`config.mk`:
```
export PLATFORM = sky130hd
export DESIGN_NAME = vrptw_route_cost_evaluator
export DESIGN_NICKNAME = d
export VERILOG_FILES = /design/src/sv/vrce_pkg.sv /design/src/sv/vrce_front.sv /design/src/sv/vrce_route.sv /design/src/sv/vrce_totals.sv /design/src/sv/vrptw_route_cost_evaluator.sv
export SDC_FILE = /design/constraint.sdc
export NUM_CORES = 2
export LEC_CHECK = 0
export ABC_CLOCK_PERIOD_IN_PS = 12200
export BUFFER_PORTS_ARGS = -buffer_cell sky130_fd_sc_hd__buf_2
export CAP_MARGIN = 5
export CORE_UTILIZATION = 61
export DETAILED_ROUTE_END_ITERATION = 7
export PLACE_DENSITY = 0.81
export SLEW_MARGIN = 40
export SYNTH_ARGS = -nofsm -noshare
export SYNTH_HDL_FRONTEND = slang
export SYNTH_SLANG_ARGS = --single-unit
```
`constraint.sdc`:
```
create_clock -name clk_i -period 12.2 [get_ports clk_i]
set_input_delay 2.44 -clock clk_i [delete_from_list [all_inputs] [get_ports clk_i]]
set_output_delay 2.44 -clock clk_i [all_outputs]
set_load 0.05 [all_outputs]
```
`src/sv/vrce_pkg.sv`:
```
// ---------------------------------------------------------------------------
// vrce_pkg
// Types, widths and helpers shared by the route cost evaluator modules.
// ---------------------------------------------------------------------------
`default_nettype none

package vrce_pkg;

  localparam int unsigned FIFO_DEPTH = 4;

  localparam int unsigned OP_W   = 2;
  localparam int unsigned LEG_W  = 20;
  localparam int unsigned DEM_W  = 16;
  localparam int unsigned TW_W   = 20;
  localparam int unsigned CLK_W  = 22;
  localparam int unsigned SUM_W  = 32;
  localparam int unsigned LOAD_W = 24;
  localparam int unsigned CNT_W  = 16;
  localparam int unsigned CAP_W  = 24;
  localparam int unsigned DL_W   = 22;
  localparam int unsigned PAD_W  = 7;

  typedef enum logic [OP_W-1:0] {
    OP_VISIT     = 2'd0,
    OP_CLOSE     = 2'd1,
    OP_CLOSE_END = 2'd2
  } op_e;

  // Input beat payload, last member in the lowest bits.
  typedef struct packed {
    logic [TW_W-1:0]  service_time;
    logic [TW_W-1:0]  window_close;
    logic [TW_W-1:0]  window_open;
    logic [DEM_W-1:0] demand;
    logic [LEG_W-1:0] leg_distance;
  } in_data_t;

  localparam int unsigned IN_DATA_W = $bits(in_data_t);

  // Classified item as held in the queue.
  typedef struct packed {
    logic     close;
    logic     sol_end;
    in_data_t data;
  } item_t;

  // Figures of a closed route handed to the totals stage.
  typedef struct packed {
    logic [SUM_W-1:0]  route_distance;
    logic [SUM_W-1:0]  route_warp;
    logic [LOAD_W-1:0] route_load;
    logic [LOAD_W-1:0] route_excess;
    logic              nonempty;
    logic              sol_end;
  } close_t;

  // Result beat payload, last member in the lowest bits.
  typedef struct packed {
    logic [PAD_W-1:0]  pad;
    logic              feasible;
    logic [CNT_W-1:0]  used_routes;
    logic [SUM_W-1:0]  sum_excess;
    logic [SUM_W-1:0]  sum_warp;
    logic [SUM_W-1:0]  sum_distance;
    logic [LOAD_W-1:0] route_excess;
    logic [LOAD_W-1:0] route_load;
    logic [SUM_W-1:0]  route_warp;
    logic [SUM_W-1:0]  route_distance;
  } out_data_t;

  localparam int unsigned OUT_DATA_W = $bits(out_data_t);

  function automatic logic [SUM_W-1:0] sat_add32(input logic [SUM_W-1:0] a,
                                                  input logic [SUM_W-1:0] b);
    logic [SUM_W:0] s;
    s = {1'b0, a} + {1'b0, b};
    return s[SUM_W] ? '1 : s[SUM_W-1:0];
  endfunction

  function automatic logic [LOAD_W-1:0] sat_add24(input logic [LOAD_W-1:0] a,
                                                   input logic [LOAD_W-1:0] b);
    logic [LOAD_W:0] s;
    s = {1'b0, a} + {1'b0, b};
    return s[LOAD_W] ? '1 : s[LOAD_W-1:0];
  endfunction

  function automatic logic [CNT_W-1:0] sat_add16(input logic [CNT_W-1:0] a,
                                                  input logic [CNT_W-1:0] b);
    logic [CNT_W:0] s;
    s = {1'b0, a} + {1'b0, b};
    return s[CNT_W] ? '1 : s[CNT_W-1:0];
  endfunction

endpackage

`default_nettype wire

```
`src/sv/vrce_front.sv`:
```
// ---------------------------------------------------------------------------
// vrce_front
// Accepts input beats, decodes the op, drops unknown ops and queues items.
// ---------------------------------------------------------------------------
`default_nettype none

module vrce_front import vrce_pkg::*; #(
  parameter int unsigned FifoDepth = FIFO_DEPTH
) (
  input  wire logic                 clk_i,
  input  wire logic                 rst_ni,
  input  wire logic                 s_valid_i,
  output logic                      s_ready_o,
  input  wire logic [OP_W-1:0]      s_op_i,
  input  wire logic [IN_DATA_W-1:0] s_data_i,
  output logic                      item_valid_o,
  input  wire logic                 item_ready_i,
  output item_t                     item_o
);

  localparam int unsigned PtrW = (FifoDepth > 1) ? $clog2(FifoDepth) : 1;
  localparam int unsigned CntW = $clog2(FifoDepth + 1);
  localparam logic [PtrW-1:0] PtrLast = PtrW'(FifoDepth - 1);
  localparam logic [CntW-1:0] CntFull = CntW'(FifoDepth);

  item_t            mem_q [FifoDepth];
  logic [PtrW-1:0]  wr_ptr_q, wr_ptr_d;
  logic [PtrW-1:0]  rd_ptr_q, rd_ptr_d;
  logic [CntW-1:0]  count_q, count_d;
  logic             keep;
  item_t            item_new;
  logic             push;
  logic             pop;

  always_comb begin
    keep             = 1'b1;
    item_new.close   = 1'b0;
    item_new.sol_end = 1'b0;
    item_new.data    = in_data_t'(s_data_i);
    unique case (op_e'(s_op_i))
      OP_VISIT: begin
        item_new.close = 1'b0;
      end
      OP_CLOSE: begin
        item_new.close = 1'b1;
      end
      OP_CLOSE_END: begin
        item_new.close   = 1'b1;
        item_new.sol_end = 1'b1;
      end
      default: begin
        keep = 1'b0;
      end
    endcase
  end

  assign s_ready_o    = (count_q != CntFull);
  assign item_valid_o = (count_q != '0);
  assign item_o       = mem_q[rd_ptr_q];
  assign push         = s_valid_i && s_ready_o && keep;
  assign pop          = item_valid_o && item_ready_i;

  always_comb begin
    wr_ptr_d = wr_ptr_q;
    rd_ptr_d = rd_ptr_q;
    count_d  = count_q;
    if (push) begin
      wr_ptr_d = (wr_ptr_q == PtrLast) ? '0 : wr_ptr_q + 1'b1;
    end
    if (pop) begin
      rd_ptr_d = (rd_ptr_q == PtrLast) ? '0 : rd_ptr_q + 1'b1;
    end
    unique case ({push, pop})
      2'b10:   count_d = count_q + 1'b1;
      2'b01:   count_d = count_q - 1'b1;
      default: count_d = count_q;
    endcase
  end

  always_ff @(posedge clk_i or negedge rst_ni) begin
    if (!rst_ni) begin
      wr_ptr_q <= '0;
      rd_ptr_q <= '0;
      count_q  <= '0;
    end else begin
      wr_ptr_q <= wr_ptr_d;
      rd_ptr_q <= rd_ptr_d;
      count_q  <= count_d;
    end
  end

  always_ff @(posedge clk_i) begin
    if (push) begin
      mem_q[wr_ptr_q] <= item_new;
    end
  end

endmodule

`default_nettype wire

```
`src/sv/vrce_route.sv`:
```
// ---------------------------------------------------------------------------
// vrce_route
// Per-route state: arrival time, time windows, load and the route close.
// ---------------------------------------------------------------------------
`default_nettype none

module vrce_route import vrce_pkg::*; (
  input  wire logic              clk_i,
  input  wire logic              rst_ni,
  input  wire logic              item_valid_i,
  output logic                   item_ready_o,
  input  wire item_t             item_i,
  input  wire logic [CAP_W-1:0]  capacity_i,
  input  wire logic [DL_W-1:0]   deadline_i,
  output logic                   close_valid_o,
  input  wire logic              close_ready_i,
  output close_t                 close_o
);

  logic [CLK_W-1:0]  clock_now_q, clock_now_d;
  logic [TW_W-1:0]   last_svc_q, last_svc_d;
  logic              has_visits_q, has_visits_d;
  logic [SUM_W-1:0]  rdist_q, rdist_d;
  logic [SUM_W-1:0]  rwarp_q, rwarp_d;
  logic [LOAD_W-1:0] rload_q, rload_d;
  logic              close_valid_q, close_valid_d;
  close_t            close_q, close_d;

  logic              fire;
  logic [CLK_W-1:0]  leg_ext;
  logic [CLK_W-1:0]  wo_ext;
  logic [CLK_W-1:0]  wc_ext;
  logic [CLK_W-1:0]  travel;
  logic [CLK_W-1:0]  arrive;
  logic [CLK_W-1:0]  raised;
  logic              late;
  logic [SUM_W-1:0]  dist_new;
  logic [SUM_W-1:0]  visit_warp;
  logic              dl_late;
  logic [SUM_W-1:0]  close_warp;
  logic [LOAD_W-1:0] excess;

  assign item_ready_o  = !close_valid_q || close_ready_i;
  assign fire          = item_valid_i && item_ready_o;
  assign close_valid_o = close_valid_q;
  assign close_o       = close_q;

  // One adder covers both the next arrival and the return to the depot.
  always_comb begin
    leg_ext  = CLK_W'(item_i.data.leg_distance);
    wo_ext   = CLK_W'(item_i.data.window_open);
    wc_ext   = CLK_W'(item_i.data.window_close);
    travel   = clock_now_q + CLK_W'(last_svc_q) + leg_ext;
    arrive   = has_visits_q ? travel : leg_ext;
    raised   = (arrive < wo_ext) ? wo_ext : arrive;
    late     = (raised > wc_ext);
    dist_new = sat_add32(rdist_q, SUM_W'(item_i.data.leg_distance));
    visit_warp = late ? sat_add32(rwarp_q, SUM_W'(raised - wc_ext)) : rwarp_q;
    dl_late    = (travel > CLK_W'(deadline_i));
    close_warp = dl_late ? sat_add32(rwarp_q, SUM_W'(travel - CLK_W'(deadline_i)))
                         : rwarp_q;
    excess     = (rload_q > capacity_i) ? (rload_q - capacity_i) : '0;
  end

  always_comb begin
    clock_now_d   = clock_now_q;
    last_svc_d    = last_svc_q;
    has_visits_d  = has_visits_q;
    rdist_d       = rdist_q;
    rwarp_d       = rwarp_q;
    rload_d       = rload_q;
    close_valid_d = close_ready_i ? 1'b0 : close_valid_q;
    close_d       = close_q;
    if (fire) begin
      if (item_i.close) begin
        close_valid_d          = 1'b1;
        close_d.nonempty       = has_visits_q;
        close_d.sol_end        = item_i.sol_end;
        close_d.route_distance = has_visits_q ? dist_new : '0;
        close_d.route_warp     = has_visits_q ? close_warp : '0;
        close_d.route_load     = rload_q;
        close_d.route_excess   = has_visits_q ? excess : '0;
        clock_now_d  = '0;
        last_svc_d   = '0;
        has_visits_d = 1'b0;
        rdist_d      = '0;
        rwarp_d      = '0;
        rload_d      = '0;
      end else begin
        clock_now_d  = late ? wc_ext : raised;
        last_svc_d   = item_i.data.service_time;
        has_visits_d = 1'b1;
        rdist_d      = dist_new;
        rwarp_d      = visit_warp;
        rload_d      = sat_add24(rload_q, LOAD_W'(item_i.data.demand));
      end
    end
  end

  always_ff @(posedge clk_i or negedge rst_ni) begin
    if (!rst_ni) begin
      clock_now_q   <= '0;
      last_svc_q    <= '0;
      has_visits_q  <= 1'b0;
      rdist_q       <= '0;
      rwarp_q       <= '0;
      rload_q       <= '0;
      close_valid_q <= 1'b0;
    end else begin
      clock_now_q   <= clock_now_d;
      last_svc_q    <= last_svc_d;
      has_visits_q  <= has_visits_d;
      rdist_q       <= rdist_d;
      rwarp_q       <= rwarp_d;
      rload_q       <= rload_d;
      close_valid_q <= close_valid_d;
    end
  end

  always_ff @(posedge clk_i) begin
    close_q <= close_d;
  end

endmodule

`default_nettype wire

```
`src/sv/vrce_totals.sv`:
```
// ---------------------------------------------------------------------------
// vrce_totals
// Running solution totals and the registered result beat.
// ---------------------------------------------------------------------------
`default_nettype none

module vrce_totals import vrce_pkg::*; (
  input  wire logic  clk_i,
  input  wire logic  rst_ni,
  input  wire logic  close_valid_i,
  output logic       close_ready_o,
  input  wire close_t close_i,
  output logic       m_valid_o,
  input  wire logic  m_ready_i,
  output out_data_t  m_data_o,
  output logic       m_done_o
);

  logic [SUM_W-1:0] tot_dist_q, tot_dist_d;
  logic [SUM_W-1:0] tot_warp_q, tot_warp_d;
  logic [SUM_W-1:0] tot_exc_q, tot_exc_d;
  logic [CNT_W-1:0] count_q, count_d;
  logic             out_valid_q, out_valid_d;
  out_data_t        out_q, out_d;
  logic             done_q, done_d;

  logic             load;
  logic [SUM_W-1:0] dist_sum;
  logic [SUM_W-1:0] warp_sum;
  logic [SUM_W-1:0] exc_sum;
  logic [CNT_W-1:0] cnt_sum;

  assign close_ready_o = !out_valid_q || m_ready_i;
  assign load          = close_valid_i && close_ready_o;
  assign m_valid_o     = out_valid_q;
  assign m_data_o      = out_q;
  assign m_done_o      = done_q;

  // An empty close carries zero figures, so adding it leaves the totals as they are.
  always_comb begin
    dist_sum = sat_add32(tot_dist_q, close_i.route_distance);
    warp_sum = sat_add32(tot_warp_q, close_i.route_warp);
    exc_sum  = sat_add32(tot_exc_q, SUM_W'(close_i.route_excess));
    cnt_sum  = sat_add16(count_q, CNT_W'(close_i.nonempty));
  end

  always_comb begin
    tot_dist_d  = tot_dist_q;
    tot_warp_d  = tot_warp_q;
    tot_exc_d   = tot_exc_q;
    count_d     = count_q;
    out_valid_d = m_ready_i ? 1'b0 : out_valid_q;
    out_d       = out_q;
    done_d      = done_q;
    if (load) begin
      out_valid_d          = 1'b1;
      out_d.pad            = '0;
      out_d.route_distance = close_i.route_distance;
      out_d.route_warp     = close_i.route_warp;
      out_d.route_load     = close_i.route_load;
      out_d.route_excess   = close_i.route_excess;
      out_d.sum_distance   = dist_sum;
      out_d.sum_warp       = warp_sum;
      out_d.sum_excess     = exc_sum;
      out_d.used_routes    = cnt_sum;
      out_d.feasible       = (exc_sum == '0) && (warp_sum == '0);
      done_d               = close_i.sol_end;
      tot_dist_d = close_i.sol_end ? '0 : dist_sum;
      tot_warp_d = close_i.sol_end ? '0 : warp_sum;
      tot_exc_d  = close_i.sol_end ? '0 : exc_sum;
      count_d    = close_i.sol_end ? '0 : cnt_sum;
    end
  end

  always_ff @(posedge clk_i or negedge rst_ni) begin
    if (!rst_ni) begin
      tot_dist_q  <= '0;
      tot_warp_q  <= '0;
      tot_exc_q   <= '0;
      count_q     <= '0;
      out_valid_q <= 1'b0;
    end else begin
      tot_dist_q  <= tot_dist_d;
      tot_warp_q  <= tot_warp_d;
      tot_exc_q   <= tot_exc_d;
      count_q     <= count_d;
      out_valid_q <= out_valid_d;
    end
  end

  always_ff @(posedge clk_i) begin
    out_q  <= out_d;
    done_q <= done_d;
  end

endmodule

`default_nettype wire

```
`src/sv/vrptw_route_cost_evaluator.sv`:
```
// ---------------------------------------------------------------------------
// vrptw_route_cost_evaluator
// Time-window route evaluation: one client visit per beat, one result per close.
// ---------------------------------------------------------------------------
// The block takes one beat per clock cycle and sustains that rate for any mix
// of visits and closes while the result stream takes its beats; the per-visit
// arrival time update is a single add, clamp and compare step in the route
// stage, and that loop sets the rate. A close beat passes the queue, the route
// stage register and the totals register in turn before its result beat is
// valid. A stalled result stream holds a pending close, which in turn holds the
// queue. Beats with the unused op code are accepted and dropped. The user must
// write registers over the APB port only while no beat is in flight; the block
// itself does not enforce this. Reads return the current register values.
`default_nettype none

module vrptw_route_cost_evaluator import vrce_pkg::*; #(
  parameter int unsigned FifoDepth = FIFO_DEPTH
) (
  input  wire logic                  clk_i,
  input  wire logic                  rst_ni,
  // APB configuration port
  input  wire logic                  psel,
  input  wire logic                  penable,
  input  wire logic                  pwrite,
  input  wire logic [2:0]            paddr,
  input  wire logic [31:0]           pwdata,
  output logic      [31:0]           prdata,
  output logic                       pready,
  // Input stream
  input  wire logic                  s_axis_tvalid_i,
  output logic                       s_axis_tready_o,
  // tdata: leg_distance, demand, window_open, window_close, service_time
  input  wire logic [IN_DATA_W-1:0]  s_axis_tdata_i,
  // tuser: op
  input  wire logic [OP_W-1:0]       s_axis_tuser_i,
  // Result stream
  output logic                       m_axis_tvalid_o,
  input  wire logic                  m_axis_tready_i,
  // tdata: route_distance, route_warp, route_load, route_excess, sum_distance,
  //        sum_warp, sum_excess, used_routes, feasible, zero padding
  output logic [OUT_DATA_W-1:0]      m_axis_tdata_o,
  // tlast: solution_done
  output logic                       m_axis_tlast_o
);

  localparam logic REG_CAPACITY = 1'b0;
  localparam logic REG_DEADLINE = 1'b1;

  logic [CAP_W-1:0] capacity_q, capacity_d;
  logic [DL_W-1:0]  deadline_q, deadline_d;
  logic             cfg_write;
  logic             reg_sel;

  logic             item_valid;
  logic             item_ready;
  item_t            item;
  logic             close_valid;
  logic             close_ready;
  close_t           close_info;
  out_data_t        out_data;

  assign pready    = 1'b1;
  assign reg_sel   = paddr[2];
  assign cfg_write = psel && penable && pwrite && pready;

  always_comb begin
    capacity_d = capacity_q;
    deadline_d = deadline_q;
    if (cfg_write) begin
      unique case (reg_sel)
        REG_CAPACITY: capacity_d = pwdata[CAP_W-1:0];
        REG_DEADLINE: deadline_d = pwdata[DL_W-1:0];
        default:      capacity_d = capacity_q;
      endcase
    end
  end

  always_comb begin
    unique case (reg_sel)
      REG_CAPACITY: prdata = 32'(capacity_q);
      REG_DEADLINE: prdata = 32'(deadline_q);
      default:      prdata = '0;
    endcase
  end

  always_ff @(posedge clk_i or negedge rst_ni) begin
    if (!rst_ni) begin
      capacity_q <= '0;
      deadline_q <= '1;
    end else begin
      capacity_q <= capacity_d;
      deadline_q <= deadline_d;
    end
  end

  vrce_front #(
    .FifoDepth(FifoDepth)
  ) u_front (
    .clk_i        (clk_i),
    .rst_ni       (rst_ni),
    .s_valid_i    (s_axis_tvalid_i),
    .s_ready_o    (s_axis_tready_o),
    .s_op_i       (s_axis_tuser_i),
    .s_data_i     (s_axis_tdata_i),
    .item_valid_o (item_valid),
    .item_ready_i (item_ready),
    .item_o       (item)
  );

  vrce_route u_route (
    .clk_i         (clk_i),
    .rst_ni        (rst_ni),
    .item_valid_i  (item_valid),
    .item_ready_o  (item_ready),
    .item_i        (item),
    .capacity_i    (capacity_q),
    .deadline_i    (deadline_q),
    .close_valid_o (close_valid),
    .close_ready_i (close_ready),
    .close_o       (close_info)
  );

  vrce_totals u_totals (
    .clk_i         (clk_i),
    .rst_ni        (rst_ni),
    .close_valid_i (close_valid),
    .close_ready_o (close_ready),
    .close_i       (close_info),
    .m_valid_o     (m_axis_tvalid_o),
    .m_ready_i     (m_axis_tready_i),
    .m_data_o      (out_data),
    .m_done_o      (m_axis_tlast_o)
  );

  assign m_axis_tdata_o = out_data;

endmodule

`default_nettype wire

```
==> results by group <==
Setup path
  – Worst path bufs/invs: 5
  – Crit path max-delay family: compound AO/OA/AOI/OAI gates
  – WP data arrival: between 10000 and 15000 ps
  – Critical path required time: about 13000 ps
  – Critical path peak fanout: 16
  – Cell mode on critical path: a21o_1
  – CP peak stage delay: around 630 ps
  – CP endpoint kind: flop
  – Crit Path Class: flop to flop
  – Type of origin of the critical path: flop
  – Critical path's slowest cell: dfrtp_4

Synth
  – Synth top area share: about two fifths
  – Main synth FF type: edfxtp_1
  – Mux contribution to synthesized area: about 6%
  – Area leader, netlist: edfxtp_1
  – Post-Synth XOR/XNOR Area: ~3.6%
  – Compound-cell area share of the yosys netlist: between 10 and 15%
  – Adder-Cell Fraction of Synth Area: under 10%
  – Post-synthesis instance total: 4404
  – Ys async rst share: 28.9%
  – Sequential fraction of the synthesis area: roughly 55%
  – Post-synthesis simple-gate area fraction: under 10%
  – Post-synth EDFFs: around 730
  – Seq cells post-synth: about 1000
  – Average cell area after synthesis: approximately 12 sq um
  – Top post-synthesis cells by count: edfxtp_1 (732), nand2_1 (367), ha_1 (304), a21oi_1 (299), o21ai_0 (291)
  – Post-Syn Area: about 53000 sq um
  – Largest family of logic cells by synthesized area: compound AO/OA/AOI/OAI gates
  – Synth top area cells: edfxtp_1 (41%), dfrtp_1 (13%), ha_1 (7.1%)
  – Most common cell in the netlist: edfxtp_1
  – Synth warnings: 0
  – Cell variety after synth: ~110

Finish
  – Area Overhead vs Synth: 12.6%
  – Post-Layout Cell Count: 6028
  – Layout cells sized above 1: a little under a fifth
  – Final Net Count: approximately 5300
  – Fill count: 6089

Place
  – Cell Count Post-Placement: just under 6000
  – Final GP Congestion: between 0.9 and 1
  – Half-perimeter wire length after placement: 96800 microns
  – Buffers on Ports: ~380

Clock tree
  – Clock-pin slew on the worst setup and hold paths: about 60 ps
  – CTS Buf Count: between 100 and 150
  – Clk sinks: a little over 1000
  – Hold-fix buffers, CTS: 0
  – Worst-skew pair later-pin latency: about 680 ps
  – Root Buffer: clkbuf_16
  – Htree depth: 3
  – CTS tree: done
  – Bufs on Longest Clock Path: 3

Die
  – Core area: 86800 sq um
  – DIE HEIGHT: between 200 and 300 microns
  – Initial core utilization: slightly above 60%
  – Top Ports: ~400
  – Number of cell rows: around 110
  – Die ar.: roughly 90000 sq um
  – Die width: a little under 300 microns

Route
  – Post-DRT Antenna Nets: 0
  – DRC: 0
  – Routed len/inst: 22.8 microns
  – Initial DRC count: between 3000 and 4000
  – Drt pass-1 iters: 5
  – Routed vias: roughly 37000
  – Routed wire length: between 100000 and 150000 microns
  – DR vias/cell: 6.21

Global route
  – First-pass GRT wire length: ~210000 microns
  – Initial antenna violation count: 8
  – Total GRT Usage: between 30 and 40%
  – Vias in the first global route: approximately 36000
  – GR Overflow Total: 0
  – Largest net degree at the start of global routing: between 100 and 150

Status
  – Status: finished, final reports clean

STA
  – RSZ-0062 raised after global routing: no
  – Max Fclk: 0.0863 GHz
  – Slew @ Worst Pin: ~840 ps
  – Final hold violation count: 0
  – Number of setup violations in the final report: 0
  – Max-slew violations: 0
  – Final TNS setup: 0 ps
  – Worst Hold Slack: between 400 and 500 ps
  – Final cycle utilization of the critical path: 95.0%
  – Final min period: around 12000 ps
  – Max-slew headroom: around 44%
  – Final Skew: approximately 28 ps

Run
  – Total of max-cap violations: 0

Min path
  – Hold WC Path Type: flop to flop
-- layout by cell type (no fill, tap or decap), types with 15 or more instances in the layout --
cell and n:
conb_1 16, o31ai_1 18, o211ai_1 20, a211oi_1 30
inv_1 186, clkinv_2 20, ha_1 304, dfrtp_1 273
a21oi_1 298, a21o_1 106, dfstp_2 22, nand2b_1 64
nor2b_1 43, buf_4 25, o21ai_1 17, nor3_1 55
xor2_1 86, a21oi_2 15, a31oi_1 45, o21a_1 50
edfxtp_1 732, and4_1 15, nand2_1 364, fa_1 32
or2_2 23, buf_2 380, and2_1 24, mux4_2 96
clkbuf_1 19, nand3_1 86, nand4_1 35, o21ai_0 290
or3_1 18, mux2_2 67, xnor2_1 131, a22o_1 94
nor2_1 278, o21bai_1 29, and3_1 39, clkbuf_16 107
-- cell families (layout without fill, tap and decap cells) --
group,after synthesis,count (layout)
AO/OA/AOI/OAI,1165,1165
XOR/XNOR,217,217
adder cells (fa/ha/maj),336,336
buffers and inverters,361,810
flip-flops,1030,1030
multiplexers,190,190
other,2,22
AND/OR/NAND/NOR,1103,1103
-- state kept, by name, summed over array words and instances (netlist names) --
name	count
u_front.mem_q	392
u_totals.m_data_o	225
u_route.close_o	114
u_route.rdist_q	32
u_route.rwarp_q	32
u_totals.tot_dist_q	32
u_totals.tot_exc_q	32
u_totals.tot_warp_q	32
capacity_q	24
u_route.rload_q	24
deadline_q	22
u_route.clock_now_q	22
u_route.last_svc_q	20
u_totals.count_q	16
u_front.count_q	3
u_front.rd_ptr_q	2
u_front.wr_ptr_q	2
u_route.close_valid_o	1
u_route.has_visits_q	1
u_totals.m_done_o	1
u_totals.m_valid_o	1
-- timing repair --
item,CTS,global route
setup endpoints to repair,0,30
setup buffers,0,1
resized for setup,0,1
-- through the flow --
stage	instance area (sq um)	setup WS, ps	utilization (%)
5_1_grt	60100	5.16	69.3
6_report	60100	614	69.3
2_1_floorplan	53400	1810	-
3_3_place_gp	56500	571	65.1
3_5_place_dp	56600	560	65.2
4_1_cts	60000	445	69.1
-- worst paths after layout --
kind                                          start                      to  slack [ps]  cells past startpoint
worst max-delay path            u_front.rd_ptr_q[0]     u_route.rwarp_q[13]         610                     48
worst min register to register  u_route.close_o[36]   u_totals.m_data_o[74]         410                      0
worst min-delay path            u_route.close_o[36]   u_totals.m_data_o[74]         410                      0
worst max register to register  u_front.rd_ptr_q[0]     u_route.rwarp_q[13]         610                     48
max in group asynchronous                    rst_ni    u_route.has_visits_q        9250                      3
min in group asynchronous                    rst_ni  u_totals.tot_exc_q[16]        1650                      1
-- routing by layer --
metal / up-vias / track usage, % / wire length (microns)
met1: 18300 / 40.9 / 55900
li1: 17300 / - / -
met3: 325 / 4.78 / 9450
met2: 1567 / 49.6 / 65600
met4: 6 / 14.3 / 6510
met5: - / 0 / 34
-- final cells by class --
class                   instances  area (sq um)  area share, %
inverters                     191           727           1.21
well taps                    1155          1450           2.40
multi-input cells            3027         22600           37.6
repair buffers                424          2410           4.01
flip-flops and latches       1030         29500           49.0
diodes                          6          15.0         0.0250
clock buffers                 135          2870           4.78
clock inverters                60           552          0.918
Power is not shown: default switching activity piles up to over one toggle a cycle in this logic, so the estimate is an artifact.
